===== src/rtl/brld_pkg.sv =====
// Shared types and constants for the byte run-length decoder.
`timescale 1ns / 1ps

package brld_pkg;

    localparam int BYTE_W    = 8;
    localparam int COUNT_W   = 16;
    localparam int LIMIT_W   = 24;
    localparam int TOTAL_W   = 24;
    localparam int LIT_W     = 7;

    // header byte that announces a 16-bit little-endian run count (-122)
    localparam logic [BYTE_W-1:0] LONG_RUN_CODE = 8'h86;
    localparam logic [BYTE_W-1:0] END_CODE      = 8'h00;

    typedef enum logic [2:0] {
        PH_DONE,
        PH_HEADER,
        PH_LITERAL,
        PH_CNT_LO,
        PH_CNT_HI,
        PH_RUNBYTE
    } t_phase;

    typedef enum logic [1:0] {
        CAUSE_NONE  = 2'd0,
        CAUSE_END   = 2'd1,
        CAUSE_LIMIT = 2'd2
    } t_cause;

    typedef struct packed {
        logic [BYTE_W-1:0]  out_byte;
        logic [COUNT_W-1:0] repeat_count;
        logic               last;
        t_cause             end_cause;
        logic [TOTAL_W-1:0] total_out;
    } t_result;

endpackage


===== src/rtl/brld_core.sv =====
// Decoder state and the per-byte state update that forms one result.
`timescale 1ns / 1ps

module brld_core #(
    parameter int LIMIT_BITS = 24
) (
    input  logic                            i_clk,
    input  logic                            i_rst_n,
    input  logic                            i_step,
    input  logic [brld_pkg::BYTE_W-1:0]     i_code_byte,
    input  logic                            i_first,
    input  logic [brld_pkg::LIMIT_W-1:0]    i_out_limit,
    output logic                            o_res_valid,
    output brld_pkg::t_result               o_res
);
    import brld_pkg::*;

    localparam int LW = LIMIT_BITS;

    t_phase              r_phase,    n_phase;
    logic [LW-1:0]       r_budget,   n_budget;
    logic [LIT_W-1:0]    r_lit_left, n_lit_left;
    logic [BYTE_W-1:0]   r_cnt_lo,   n_cnt_lo;
    logic [COUNT_W-1:0]  r_run_len,  n_run_len;
    logic [LW-1:0]       r_produced, n_produced;

    // width adapters between the fixed field widths and LIMIT_BITS
    logic [LW+LIMIT_W-1:0] limit_ext;
    logic [LW+BYTE_W-1:0]  byte_ext;
    logic [LW+COUNT_W-1:0] run_ext;
    logic [LW+TOTAL_W-1:0] total_ext;

    logic [LW-1:0]      limit_ld;
    logic [LW-1:0]      hdr_n;
    logic [LW-1:0]      run_n;
    logic [LW-1:0]      run_left;
    logic [LW-1:0]      prod_inc;
    logic [LIT_W-1:0]   lit_dec;
    t_phase             ph;
    logic [LW-1:0]      bud;
    logic [LW-1:0]      prod;

    assign limit_ext = {{LW{1'b0}}, i_out_limit};
    assign limit_ld  = limit_ext[LW-1:0];
    assign byte_ext  = {{LW{1'b0}}, i_code_byte};

    assign ph   = i_first ? PH_HEADER : r_phase;
    assign bud  = i_first ? limit_ld  : r_budget;
    assign prod = i_first ? '0        : r_produced;

    // literal count is clamped to the remaining budget
    assign hdr_n    = (byte_ext[LW-1:0] > bud) ? bud : byte_ext[LW-1:0];
    assign run_ext  = {{LW{1'b0}}, (i_first ? '0 : r_run_len)};
    assign run_n    = (run_ext[LW-1:0] > bud) ? bud : run_ext[LW-1:0];
    assign run_left = bud - run_n;
    assign prod_inc = prod + LW'(1);
    assign lit_dec  = (r_lit_left != '0) ? r_lit_left - LIT_W'(1) : '0;

    always_comb begin
        n_phase    = r_phase;
        n_budget   = r_budget;
        n_lit_left = r_lit_left;
        n_cnt_lo   = r_cnt_lo;
        n_run_len  = r_run_len;
        n_produced = r_produced;
        o_res_valid = 1'b0;
        o_res       = '0;
        total_ext   = {{TOTAL_W{1'b0}}, prod};

        if (i_first) begin
            n_budget   = limit_ld;
            n_produced = '0;
            n_lit_left = '0;
            n_cnt_lo   = '0;
            n_run_len  = '0;
        end

        if (i_first && limit_ld == '0) begin
            n_phase            = PH_DONE;
            o_res_valid        = 1'b1;
            o_res.last         = 1'b1;
            o_res.end_cause    = CAUSE_LIMIT;
        end else begin
            unique case (ph)
                PH_HEADER: begin
                    if (i_code_byte == END_CODE) begin
                        n_phase         = PH_DONE;
                        o_res_valid     = 1'b1;
                        o_res.last      = 1'b1;
                        o_res.end_cause = CAUSE_END;
                        o_res.total_out = total_ext[TOTAL_W-1:0];
                    end else if (!i_code_byte[BYTE_W-1]) begin
                        n_budget   = bud - hdr_n;
                        n_lit_left = hdr_n[LIT_W-1:0];
                        n_phase    = PH_LITERAL;
                    end else if (i_code_byte == LONG_RUN_CODE) begin
                        n_phase = PH_CNT_LO;
                    end else begin
                        // negate the signed header to get the run length
                        n_run_len = {{(COUNT_W-BYTE_W){1'b0}}, BYTE_W'(~i_code_byte + 8'd1)};
                        n_phase   = PH_RUNBYTE;
                    end
                end
                PH_LITERAL: begin
                    n_produced         = prod_inc;
                    n_lit_left         = lit_dec;
                    total_ext          = {{TOTAL_W{1'b0}}, prod_inc};
                    o_res_valid        = 1'b1;
                    o_res.out_byte     = i_code_byte;
                    o_res.repeat_count = COUNT_W'(1);
                    o_res.total_out    = total_ext[TOTAL_W-1:0];
                    if (lit_dec == '0) begin
                        if (bud == '0) begin
                            n_phase         = PH_DONE;
                            o_res.last      = 1'b1;
                            o_res.end_cause = CAUSE_LIMIT;
                        end else begin
                            n_phase = PH_HEADER;
                        end
                    end
                end
                PH_CNT_LO: begin
                    n_cnt_lo = i_code_byte;
                    n_phase  = PH_CNT_HI;
                end
                PH_CNT_HI: begin
                    n_run_len = {i_code_byte, r_cnt_lo};
                    n_phase   = PH_RUNBYTE;
                end
                PH_RUNBYTE: begin
                    n_budget  = run_left;
                    n_run_len = run_n[COUNT_W-1:0];
                    n_phase   = PH_HEADER;
                    // a zero-length long run consumes its byte silently
                    if (run_n != '0) begin
                        n_produced         = prod + run_n;
                        total_ext          = {{TOTAL_W{1'b0}}, prod + run_n};
                        o_res_valid        = 1'b1;
                        o_res.out_byte     = i_code_byte;
                        o_res.repeat_count = run_n[COUNT_W-1:0];
                        o_res.total_out    = total_ext[TOTAL_W-1:0];
                        if (run_left == '0) begin
                            n_phase         = PH_DONE;
                            o_res.last      = 1'b1;
                            o_res.end_cause = CAUSE_LIMIT;
                        end
                    end
                end
                PH_DONE: begin
                    // drop bytes until the next record starts
                end
                default: begin
                    n_phase = PH_DONE;
                end
            endcase
        end
    end

    always_ff @(posedge i_clk) begin
        if (!i_rst_n) begin
            r_phase    <= PH_DONE;
            r_budget   <= '0;
            r_lit_left <= '0;
            r_cnt_lo   <= '0;
            r_run_len  <= '0;
            r_produced <= '0;
        end else if (i_step) begin
            r_phase    <= n_phase;
            r_budget   <= n_budget;
            r_lit_left <= n_lit_left;
            r_cnt_lo   <= n_cnt_lo;
            r_run_len  <= n_run_len;
            r_produced <= n_produced;
        end
    end

endmodule


===== src/rtl/byte_run_length_decoder_unit.sv =====
// Top level of the byte run-length decoder: input register, decode step, result register.
// Throughput: one code byte per cycle while the result side takes each result.
// A byte goes through one decode step between the input and result registers.
// Synchronous active-low reset empties both registers and leaves the decoder
// done, waiting for the first byte of a record.
`timescale 1ns / 1ps

module byte_run_length_decoder_unit #(
    parameter int LIMIT_BITS = 24
) (
    input  logic        i_clk,
    input  logic        i_rst_n,
    input  logic        i_s_axis_tvalid,
    output logic        o_s_axis_tready,
    input  logic [31:0] i_s_axis_tdata,   // code_byte[7:0], out_limit[31:8]
    input  logic        i_s_axis_tuser,   // first
    output logic        o_m_axis_tvalid,
    input  logic        i_m_axis_tready,
    output logic [47:0] o_m_axis_tdata,   // out_byte[7:0], repeat_count[23:8], total_out[47:24]
    output logic        o_m_axis_tlast,   // last
    output logic [1:0]  o_m_axis_tuser    // end_cause
);
    import brld_pkg::*;

    logic                r_in_valid;
    logic [BYTE_W-1:0]   r_in_code;
    logic                r_in_first;
    logic [LIMIT_W-1:0]  r_in_limit;
    logic                r_out_valid;
    t_result             r_out;

    logic    step;
    logic    res_valid;
    t_result res;

    // advance the decode step when the result register is free or draining
    assign step            = r_in_valid && (!r_out_valid || i_m_axis_tready);
    assign o_s_axis_tready = !r_in_valid || step;

    always_ff @(posedge i_clk) begin
        if (!i_rst_n) begin
            r_in_valid <= 1'b0;
        end else if (o_s_axis_tready) begin
            r_in_valid <= i_s_axis_tvalid;
        end
    end

    always_ff @(posedge i_clk) begin
        if (o_s_axis_tready && i_s_axis_tvalid) begin
            r_in_code  <= i_s_axis_tdata[BYTE_W-1:0];
            r_in_limit <= i_s_axis_tdata[BYTE_W+LIMIT_W-1:BYTE_W];
            r_in_first <= i_s_axis_tuser;
        end
    end

    brld_core #(
        .LIMIT_BITS (LIMIT_BITS)
    ) u_core (
        .i_clk       (i_clk),
        .i_rst_n     (i_rst_n),
        .i_step      (step),
        .i_code_byte (r_in_code),
        .i_first     (r_in_first),
        .i_out_limit (r_in_limit),
        .o_res_valid (res_valid),
        .o_res       (res)
    );

    always_ff @(posedge i_clk) begin
        if (!i_rst_n) begin
            r_out_valid <= 1'b0;
        end else if (step) begin
            r_out_valid <= res_valid;
        end else if (i_m_axis_tready) begin
            r_out_valid <= 1'b0;
        end
    end

    always_ff @(posedge i_clk) begin
        if (step && res_valid) begin
            r_out <= res;
        end
    end

    assign o_m_axis_tvalid = r_out_valid;
    assign o_m_axis_tdata  = {r_out.total_out, r_out.repeat_count, r_out.out_byte};
    assign o_m_axis_tlast  = r_out.last;
    assign o_m_axis_tuser  = r_out.end_cause;

endmodule


===== config.mk =====
export PLATFORM = sky130hd
export DESIGN_NAME = byte_run_length_decoder_unit
export DESIGN_NICKNAME = d
export VERILOG_FILES = /design/src/rtl/brld_pkg.sv /design/src/rtl/brld_core.sv /design/src/rtl/byte_run_length_decoder_unit.sv
export SDC_FILE = /design/constraint.sdc
export NUM_CORES = 1
export LEC_CHECK = 0
export BUFFER_PORTS_ARGS = -buffer_cell sky130_fd_sc_hd__buf_4
export CORE_UTILIZATION = 40
export CTS_CLUSTER_SIZE = 28
export DETAILED_ROUTE_END_ITERATION = 8
export SLEW_MARGIN = 20
export SYNTH_ARGS = -nofsm -noshare
export SYNTH_HDL_FRONTEND = slang
export SYNTH_SLANG_ARGS = --single-unit

===== constraint.sdc =====
create_clock -name i_clk -period 19.6 [get_ports i_clk]
set_input_delay 1.96 -clock i_clk [delete_from_list [all_inputs] [get_ports i_clk]]
set_output_delay 1.96 -clock i_clk [all_outputs]
set_load 0.005 [all_outputs]

**Word level (Yosys, flattened, before mapping)**

Cells that the tools add are included.

- Register bits: 168
- Output and inout bits: 53
- Logic and storage cells: 100

- Bitwise operators: 1
- Equal/unequal tests: 8
- Muxes and demuxes: 49
- Reductions and logical operators: 18
- Order comparisons: 2
- Add/sub/neg operators: 6

Operators with widths:

| cell | count |
|---|---|
| 2-to-1 mux 24 bit | 9 |
| case mux 24 bit (2 select lines) | 3 |
| case mux 27 bit (3 select lines) | 1 |
| 2-to-1 mux 16 bit | 5 |
| logical NOT 24 bit | 3 |
| 2-to-1 mux 51 bit | 1 |
| case mux 16 bit (3 select lines) | 1 |
| subtractor 24 bit | 2 |
| 2-to-1 mux 7 bit | 5 |
| 2-to-1 mux 27 bit | 1 |
| 2-to-1 mux 3 bit | 9 |
| adder 24 x 1 -> 24 bit, second input constant | 1 |
| adder 24 bit | 1 |
| greater-than comparator 16 x 24 -> 1 bit | 1 |
| greater-than comparator 8 x 24 -> 1 bit | 1 |
| 2-to-1 mux 8 bit | 3 |
| nonzero test 24 bit | 1 |
| case mux 3 bit (6 select lines) | 1 |
| case mux 7 bit (2 select lines) | 1 |
| adder 8 x 1 -> 8 bit, second input constant | 1 |
| equality test 8 bit, second input constant | 1 |
| logical NOT 8 bit | 1 |
| 2-to-1 mux 1 bit | 8 |
| inverter 8 bit | 1 |
| 15 further kinds | 22 |

**Logic depth before layout (Yosys ltp)**

- Depth after elaboration: 9
- Gate-level depth with buffers: 30

**Modules after synthesis**

From an unflattened synthesis, not the netlist that was laid out.

- Cell total of the unflattened synthesis: 1,429
- Area, all modules: 12,380.6 um^2

Modules (own cells, without submodules):

| module | cells each | area an instance (um^2) | seq. area each (um^2) | times used |
|---|---|---|---|---|
| brld_core | 1,332 | 9,745.6 | 1,641.6 | 1 |
| byte_run_length_decoder_unit | 97 | 2,635.0 | 2,562.5 | 1 |

**Least setup slack after synthesis**

OpenSTA, ideal clock, no wires.

- Path type: flip-flop to flip-flop
- From: register r_in_first
- To: register r_out (netlist bit o_m_axis_tdata[0]) (enable)
- Period minus slack after synthesis: 6.485 ns
- Buffers on the path: 7
- Slack: 13.115 ns
- Required time: 19.124 ns
- Stages on the path, launching flop included: 19
- Arrival: 6.008 ns
- Cell sequence: edfxtp_1 buf_6 buf_6 buf_6 buf_2 buf_4 buf_2 mux2_2 inv_1 ha_1 and3b_1 a31o_2 o311ai_1 a31oi_1 o31ai_4 mux2i_4 a21oi_2 buf_2 a21oi_1

- Word-level cells in the longest chain between the ends: 8
- Elaborated cells on any way between the ends: 14
- Classes of those cells: 1 x order compare; 3 x eq/ne; 7 x mux; 3 x reduce/logical

RTL lines:

| what | RTL line | RTL |
|---|---|---|
| start, declared | byte_run_length_decoder_unit.sv:27 | `logic r_in_first;` |
| start signal, assigned | byte_run_length_decoder_unit.sv:52 | `r_in_first <= i_s_axis_tuser;` |
| 2-to-1 mux 16 bit / 2-to-1 mux 24 bit (equally long branches) | brld_core.sv:53, brld_core.sv:48 |  |
| greater-than comparator 16 x 24 -> 1 bit | brld_core.sv:54 | `assign run_n = (run_ext[LW-1:0] > bud) ? bud : run_ext[LW-1:0];` |
| 2-to-1 mux 24 bit | brld_core.sv:54 |  |
| nonzero test 24 bit | brld_core.sv:135 | `if (run_n != '0) begin` |
| 2-to-1 mux 1 bit | brld_core.sv:135 |  |
| case mux 1 bit (3 select lines) | brld_core.sv:84 | `unique case (ph)` |
| 2-to-1 mux 1 bit (*) | brld_core.sv:78 | `if (i_first && limit_ld == '0) begin` |
| logical AND 1 bit (*) | byte_run_length_decoder_unit.sv:80 | `if (step && res_valid) begin` |
| end signal, assigned | byte_run_length_decoder_unit.sv:81 | `r_out <= res;` |
| end, declared | byte_run_length_decoder_unit.sv:30 | `t_result r_out;` |

Mark *: on every way between the ends. The rest lies on a longest branch, timed or not.
A chain may end at the register's enable or synchronous reset.

**Final worst setup path**

- From: register r_in_first
- To: register r_out (netlist bit o_m_axis_tlast), data pin

- Word-level cells in the longest chain between the ends: 8
- Elaborated cells on any way between the ends: 18
- Classes of those cells: 1 x add/sub; 1 x order compare; 3 x eq/ne; 9 x mux; 4 x reduce/logical

RTL lines:

| what | RTL line | RTL |
|---|---|---|
| 2-to-1 mux 16 bit / 2-to-1 mux 24 bit (equally long branches) | brld_core.sv:53, brld_core.sv:48 |  |
| greater-than comparator 16 x 24 -> 1 bit | brld_core.sv:54 |  |
| 2-to-1 mux 24 bit | brld_core.sv:54 |  |
| subtractor 24 bit | brld_core.sv:55 | `assign run_left = bud - run_n;` |
| logical NOT 24 bit | brld_core.sv:142 | `if (run_left == '0) begin` |
| 2-to-1 mux 3 bit | brld_core.sv:142 |  |
| 2-to-1 mux 51 bit | brld_core.sv:135 |  |
| case mux 27 bit (3 select lines) | brld_core.sv:84 |  |

Parallel ways exist; a longest one is shown, timed or not.

==> impl_results.html <==
<table>
<tr><th>Metric</th><th>Value</th></tr>
<tr><th colspan="2">Global routing</th></tr>
<tr><td>GR peak layer</td><td>met2</td></tr>
<tr><td>Largest net degree at the start of global routing</td><td>57</td></tr>
<tr><td>Wire length of the first global-routing pass</td><td>68,000 microns</td></tr>
<tr><td>Global-route congestion overflow total</td><td>0</td></tr>
<tr><td>GR Layer Usage met1</td><td>35.5%</td></tr>
<tr><td>Initial antenna violation count</td><td>0</td></tr>
<tr><td>Met2 track utilization from global routing</td><td>45.3%</td></tr>
<tr><td>Met3 Track Usage GR</td><td>roughly 5.4%</td></tr>
<tr><td>Via count of the first global-routing pass</td><td>11,244</td></tr>
<tr><td>Global routing usage summed across all routing layers</td><td>27.5%</td></tr>
<tr><th colspan="2">Power</th></tr>
<tr><td>Pwr per Cell Area</td><td>67.2 mW/mm^2</td></tr>
<tr><td>Static Leak</td><td>~5.7 nW</td></tr>
<tr><td>VDD IR max</td><td>~0.056 mV</td></tr>
<tr><td>P_sw</td><td>0.000324 W</td></tr>
<tr><td>Sequential share of power</td><td>40.7%</td></tr>
<tr><td>Cell Int Power</td><td>0.000640 W</td></tr>
<tr><td>Clock share of power</td><td>between 30% and 40%</td></tr>
<tr><td>Combinational cell fraction of total power</td><td>23.6%</td></tr>
<tr><td>Switching share of power</td><td>33.6%</td></tr>
<tr><th colspan="2">Routing</th></tr>
<tr><td>Via total after detailed routing</td><td>12,088</td></tr>
<tr><td>Number of detailed-route iterations in the first pass</td><td>6</td></tr>
<tr><td>Antenna Nets Post-Route</td><td>0</td></tr>
<tr><td>Violation count after the first detailed-routing iteration</td><td>1,374</td></tr>
<tr><td>Post-detailed-routing wire length</td><td>between 40,000 and 50,000 microns</td></tr>
<tr><td>Drc violations</td><td>0</td></tr>
<tr><td>Vias per Instance</td><td>6.21</td></tr>
<tr><td>Post-DR wirelength/cell</td><td>23.0 microns</td></tr>
<tr><th colspan="2">CTS</th></tr>
<tr><td>Clock root buffer</td><td>clkbuf_16</td></tr>
<tr><td>Post-cts hold buffer count</td><td>0</td></tr>
<tr><td>CTS-repair resized insts</td><td>0</td></tr>
<tr><td>Clock latency reported for the late side of the worst-skew pair</td><td>0.47 ns</td></tr>
<tr><td>TritonCTS Sinks</td><td>168</td></tr>
<tr><td>Clock slew at reported path FFs</td><td>0.07 ns</td></tr>
<tr><td>Buffers inserted by post-CTS timing repair</td><td>0</td></tr>
<tr><td>Clock H-tree levels</td><td>4</td></tr>
<tr><td>Clock Path Buffers</td><td>2</td></tr>
<tr><td>CTS Buf Count</td><td>17</td></tr>
<tr><td>Clock tree from TritonCTS</td><td>yes</td></tr>
<tr><th colspan="2">Yosys</th></tr>
<tr><td>Share of synthesized flip-flops with an asynchronous set or reset</td><td>0%</td></tr>
<tr><td>Number of distinct standard cells referenced by the synthesized netlist</td><td>96</td></tr>
<tr><td>Area of the mapped netlist</td><td>about 0.013 sq mm</td></tr>
<tr><td>Average footprint of a synthesized cell</td><td>between 8 and 9 sq um</td></tr>
<tr><td>Sequential element share of the synthesized area</td><td>33.0%</td></tr>
<tr><td>EDFF count, synth</td><td>84</td></tr>
<tr><td>Yosys synthesis warning count</td><td>0</td></tr>
<tr><td>Number of flip-flops and latches in the synthesized netlist</td><td>roughly 170</td></tr>
<tr><td>Number of instances in the synthesized netlist</td><td>1,472</td></tr>
<tr><td>Leading register cell type out of synthesis</td><td>edfxtp_1</td></tr>
<tr><th colspan="2">STA</th></tr>
<tr><td>Hold violation count in the final report</td><td>0</td></tr>
<tr><td>Crit path time final</td><td>approximately 7.4 ns</td></tr>
<tr><td>Total count of max-transition violations in the final report</td><td>0</td></tr>
<tr><td>Total negative slack</td><td>0 ns</td></tr>
<tr><td>Clock Skew</td><td>0.0173 ns</td></tr>
<tr><td>Fmax</td><td>135 MHz</td></tr>
<tr><td>Unrepaired setup endpoints after global routing</td><td>false</td></tr>
<tr><td>Post-route clock period utilization</td><td>37.9%</td></tr>
<tr><td>Headroom to the max-slew limit</td><td>30.3%</td></tr>
<tr><td>Final-report setup violation count</td><td>0</td></tr>
<tr><td>Transition time at the pin with the least slew margin</td><td>1.04 ns</td></tr>
<tr><th colspan="2">Floorplan</th></tr>
<tr><td>Total I/O pin count</td><td>90</td></tr>
<tr><td>Die extent in y</td><td>181 microns</td></tr>
<tr><td>Initial Util</td><td>40.5%</td></tr>
<tr><td>Placeable Area</td><td>approximately 0.031 sq mm</td></tr>
<tr><td>Die Wd</td><td>181 microns</td></tr>
<tr><td>Area enclosed by the die boundary</td><td>0.0326 sq mm</td></tr>
<tr><td>Placement Rows</td><td>65</td></tr>
<tr><th colspan="2">Layout</th></tr>
<tr><td>Register area</td><td>~0.0042 sq mm</td></tr>
<tr><td>Proportion of layout cells with a drive suffix above 1</td><td>13.0%</td></tr>
<tr><td>Layout area overhead</td><td>12.3%</td></tr>
<tr><td>Nets@finish</td><td>~1,600</td></tr>
<tr><td>Layout Cell Area excl Fill</td><td>0.0143 sq mm</td></tr>
<tr><td>Area used by multi-input combinational logic</td><td>0.00802 sq mm</td></tr>
<tr><td>Diodes inserted</td><td>0</td></tr>
<tr><td>Number of inserted filler cells in the final layout</td><td>~3,000</td></tr>
<tr><th colspan="2">Hold path</th></tr>
<tr><td>Class of the worst hold path</td><td>reg2reg</td></tr>
<tr><th colspan="2">Placement</th></tr>
<tr><td>DP HPWL</td><td>between 30,000 and 40,000 microns</td></tr>
<tr><td>Quantity of I/O buffers inserted on ports</td><td>89</td></tr>
<tr><td>Area after detailed placement</td><td>0.0137 sq mm</td></tr>
<tr><td>Routability Congestion</td><td>0.996</td></tr>
<tr><th colspan="2">Status</th></tr>
<tr><td>Run status</td><td>complete, no violations</td></tr>
<tr><th colspan="2">Critical path</th></tr>
<tr><td>Arrival time at the worst endpoint</td><td>slightly below 8 ns</td></tr>
<tr><td>CP Data Required Time</td><td>between 15 and 20 ns</td></tr>
<tr><td>Flop-to-flop setup slack</td><td>12.17 ns</td></tr>
<tr><td>Highest fanout seen on the critical path</td><td>56</td></tr>
<tr><td>Critical setup path kind</td><td>reg2reg</td></tr>
<tr><td>Critical Path End Type</td><td>register</td></tr>
<tr><td>Worst Setup Start Kind</td><td>register</td></tr>
<tr><th colspan="2">Job</th></tr>
<tr><td>Max capacitance violation total</td><td>0</td></tr>
</table>
==> synthesized netlist by cell type, types with 14 or more instances <==
cell / instances / area share (%)
dfxtp_1: 84 / 13
nand2_1: 143 / 4.2
inv_1: 58 / 1.7
nand4_1: 14 / 0.69
a21oi_1: 90 / 3.5
xor2_1: 24 / 1.6
nor2_1: 119 / 3.5
ha_1: 72 / 7.1
buf_2: 15 / 0.59
a221oi_1: 25 / 1.7
o22ai_1: 16 / 0.78
o21a_1: 17 / 1.0
o2bb2ai_1: 14 / 0.96
edfxtp_1: 84 / 20
nor2b_1: 60 / 2.9
a31oi_1: 21 / 1.0
a22oi_1: 27 / 1.6
nor4_1: 20 / 0.98
o21ai_0: 92 / 3.6
xnor2_1: 48 / 3.3
clkbuf_1: 40 / 1.2
a211oi_1: 14 / 0.82
nand3_1: 32 / 1.3
mux2i_1: 34 / 2.7
o211ai_1: 20 / 1.2
a21o_1: 23 / 1.4
nor3_1: 29 / 1.1
==> path summary, 6_finish.rpt <==
kind | from | to | cells after the start
max | r_in_first | o_m_axis_tlast | 24
min reg2reg | u_core.r_produced[10] | u_core.r_produced[10] | 1
min | u_core.r_produced[10] | u_core.r_produced[10] | 1
max reg2reg | r_in_first | o_m_axis_tlast | 24
==> flip-flops by register name, summed over array words and instances, names as in the netlist, 2 cells and up <==
register / cells
u_core.r_lit_left: 7
r_in_limit: 24
u_core.r_cnt_lo: 8
o_m_axis_tuser: 2
u_core.r_run_len: 16
o_m_axis_tdata: 48
u_core.r_budget: 24
u_core.r_phase: 3
u_core.r_produced: 24
r_in_code: 8
==> layer usage <==
metal  share of wire (%)  vias to the layer above
met5                   0                        -
met1                  42                     5783
met3                 8.0                       82
met2                  47                      590
met4                 3.0                        0
li1                    -                     5633
==> cell usage in the layout (no fill, tap or decap), drive strengths merged, types with 14 or more instances in the layout <==
master and instances:
a21oi 92, dfxtp 84, a221oi 26, o2bb2ai 14, o21ai 101, buf 106
edfxtp 84, nor2b 60, nor3 29, a22oi 27, a211oi 18, o22ai 16
nand2 143, nor2 120, o31ai 14, a31oi 21, xor2 24, o21a 17
xnor2 48, a21o 23, ha 72, nand3 32, nor4 22, mux2i 40
inv 67, clkbuf 17, nand4 15, o211ai 20, mux2 14
==> final cells by class <==
type	count	area share, %
clock inverter	15	1.10
tap	402	3.51
multi-input combinational	1179	56.0
clock buffer	17	2.97
inverter	59	1.55
timing repair buffer	106	5.55
sequential	168	29.3
==> cell families (layout without fill, tap and decap cells) <==
logic type	count (synthesis)	in the layout	share of synthesized area, %
AND/OR/NAND/NOR	511	511	20.5
buffers and inverters	131	197	4.51
XOR/XNOR	72	72	4.94
multiplexers	54	54	4.75
AO/OA/AOI/OAI	460	460	24.8
other	1	7	0.0294
flip-flops	168	168	33.0
adder cells (fa/ha/maj)	75	75	7.53
==> worst max-delay path, cell delays in order, from the launching register on <==
cell      delay (ns)
edfxtp_1        0.32
buf_4           0.59
buf_4           0.56
inv_2           0.40
nand2_1         0.22
ha_1            0.22
a211oi_1        0.09
o311ai_1        0.28
a31oi_1         0.17
o31ai_4         0.20
buf_4           0.35
nor2_1          0.09
a21oi_1         0.48
ha_1            0.28
inv_1           0.06
fa_1            0.43
a211oi_2        0.41
o21a_1          0.26
nor3_1          0.09
or4_1           0.59
o211ai_1        0.36
nand2b_1        0.15
nor4bb_1        0.28
nand4_1         0.14
o211ai_1        0.18
==> power groups by stage <==
stage	Sequential, W	Combinational [W]	Clock, W
3_5_place_dp	0.000400	0.000221	0
2_1_floorplan	0.000394	0.000156	0
6_report	0.000393	0.000228	0.000343
5_1_grt	0.000394	0.000244	0.000364
3_3_place_gp	0.000400	0.000223	0
4_1_cts	0.000392	0.000223	0.000351
==> through the flow <==
| step | hold slack, ns | total power, W | std cells | util (%) | setup WS [ns] |
|---|---|---|---|---|---|
| floorplan | 0.432 | 0.000550 | 1478 | - | 13.12 |
| global placement | 0.452 | 0.000623 | 1914 | 43.7 | 12.60 |
| detailed placement | 0.449 | 0.000621 | 1914 | 43.7 | 12.40 |
| CTS | 0.472 | 0.000965 | 1946 | 45.5 | 12.40 |
| global route | 0.501 | 0.00100 | 1946 | 45.5 | 11.81 |
| finish | 0.476 | 0.000964 | 1946 | 45.5 | 12.17 |
Power figures use the tool's default switching activity.
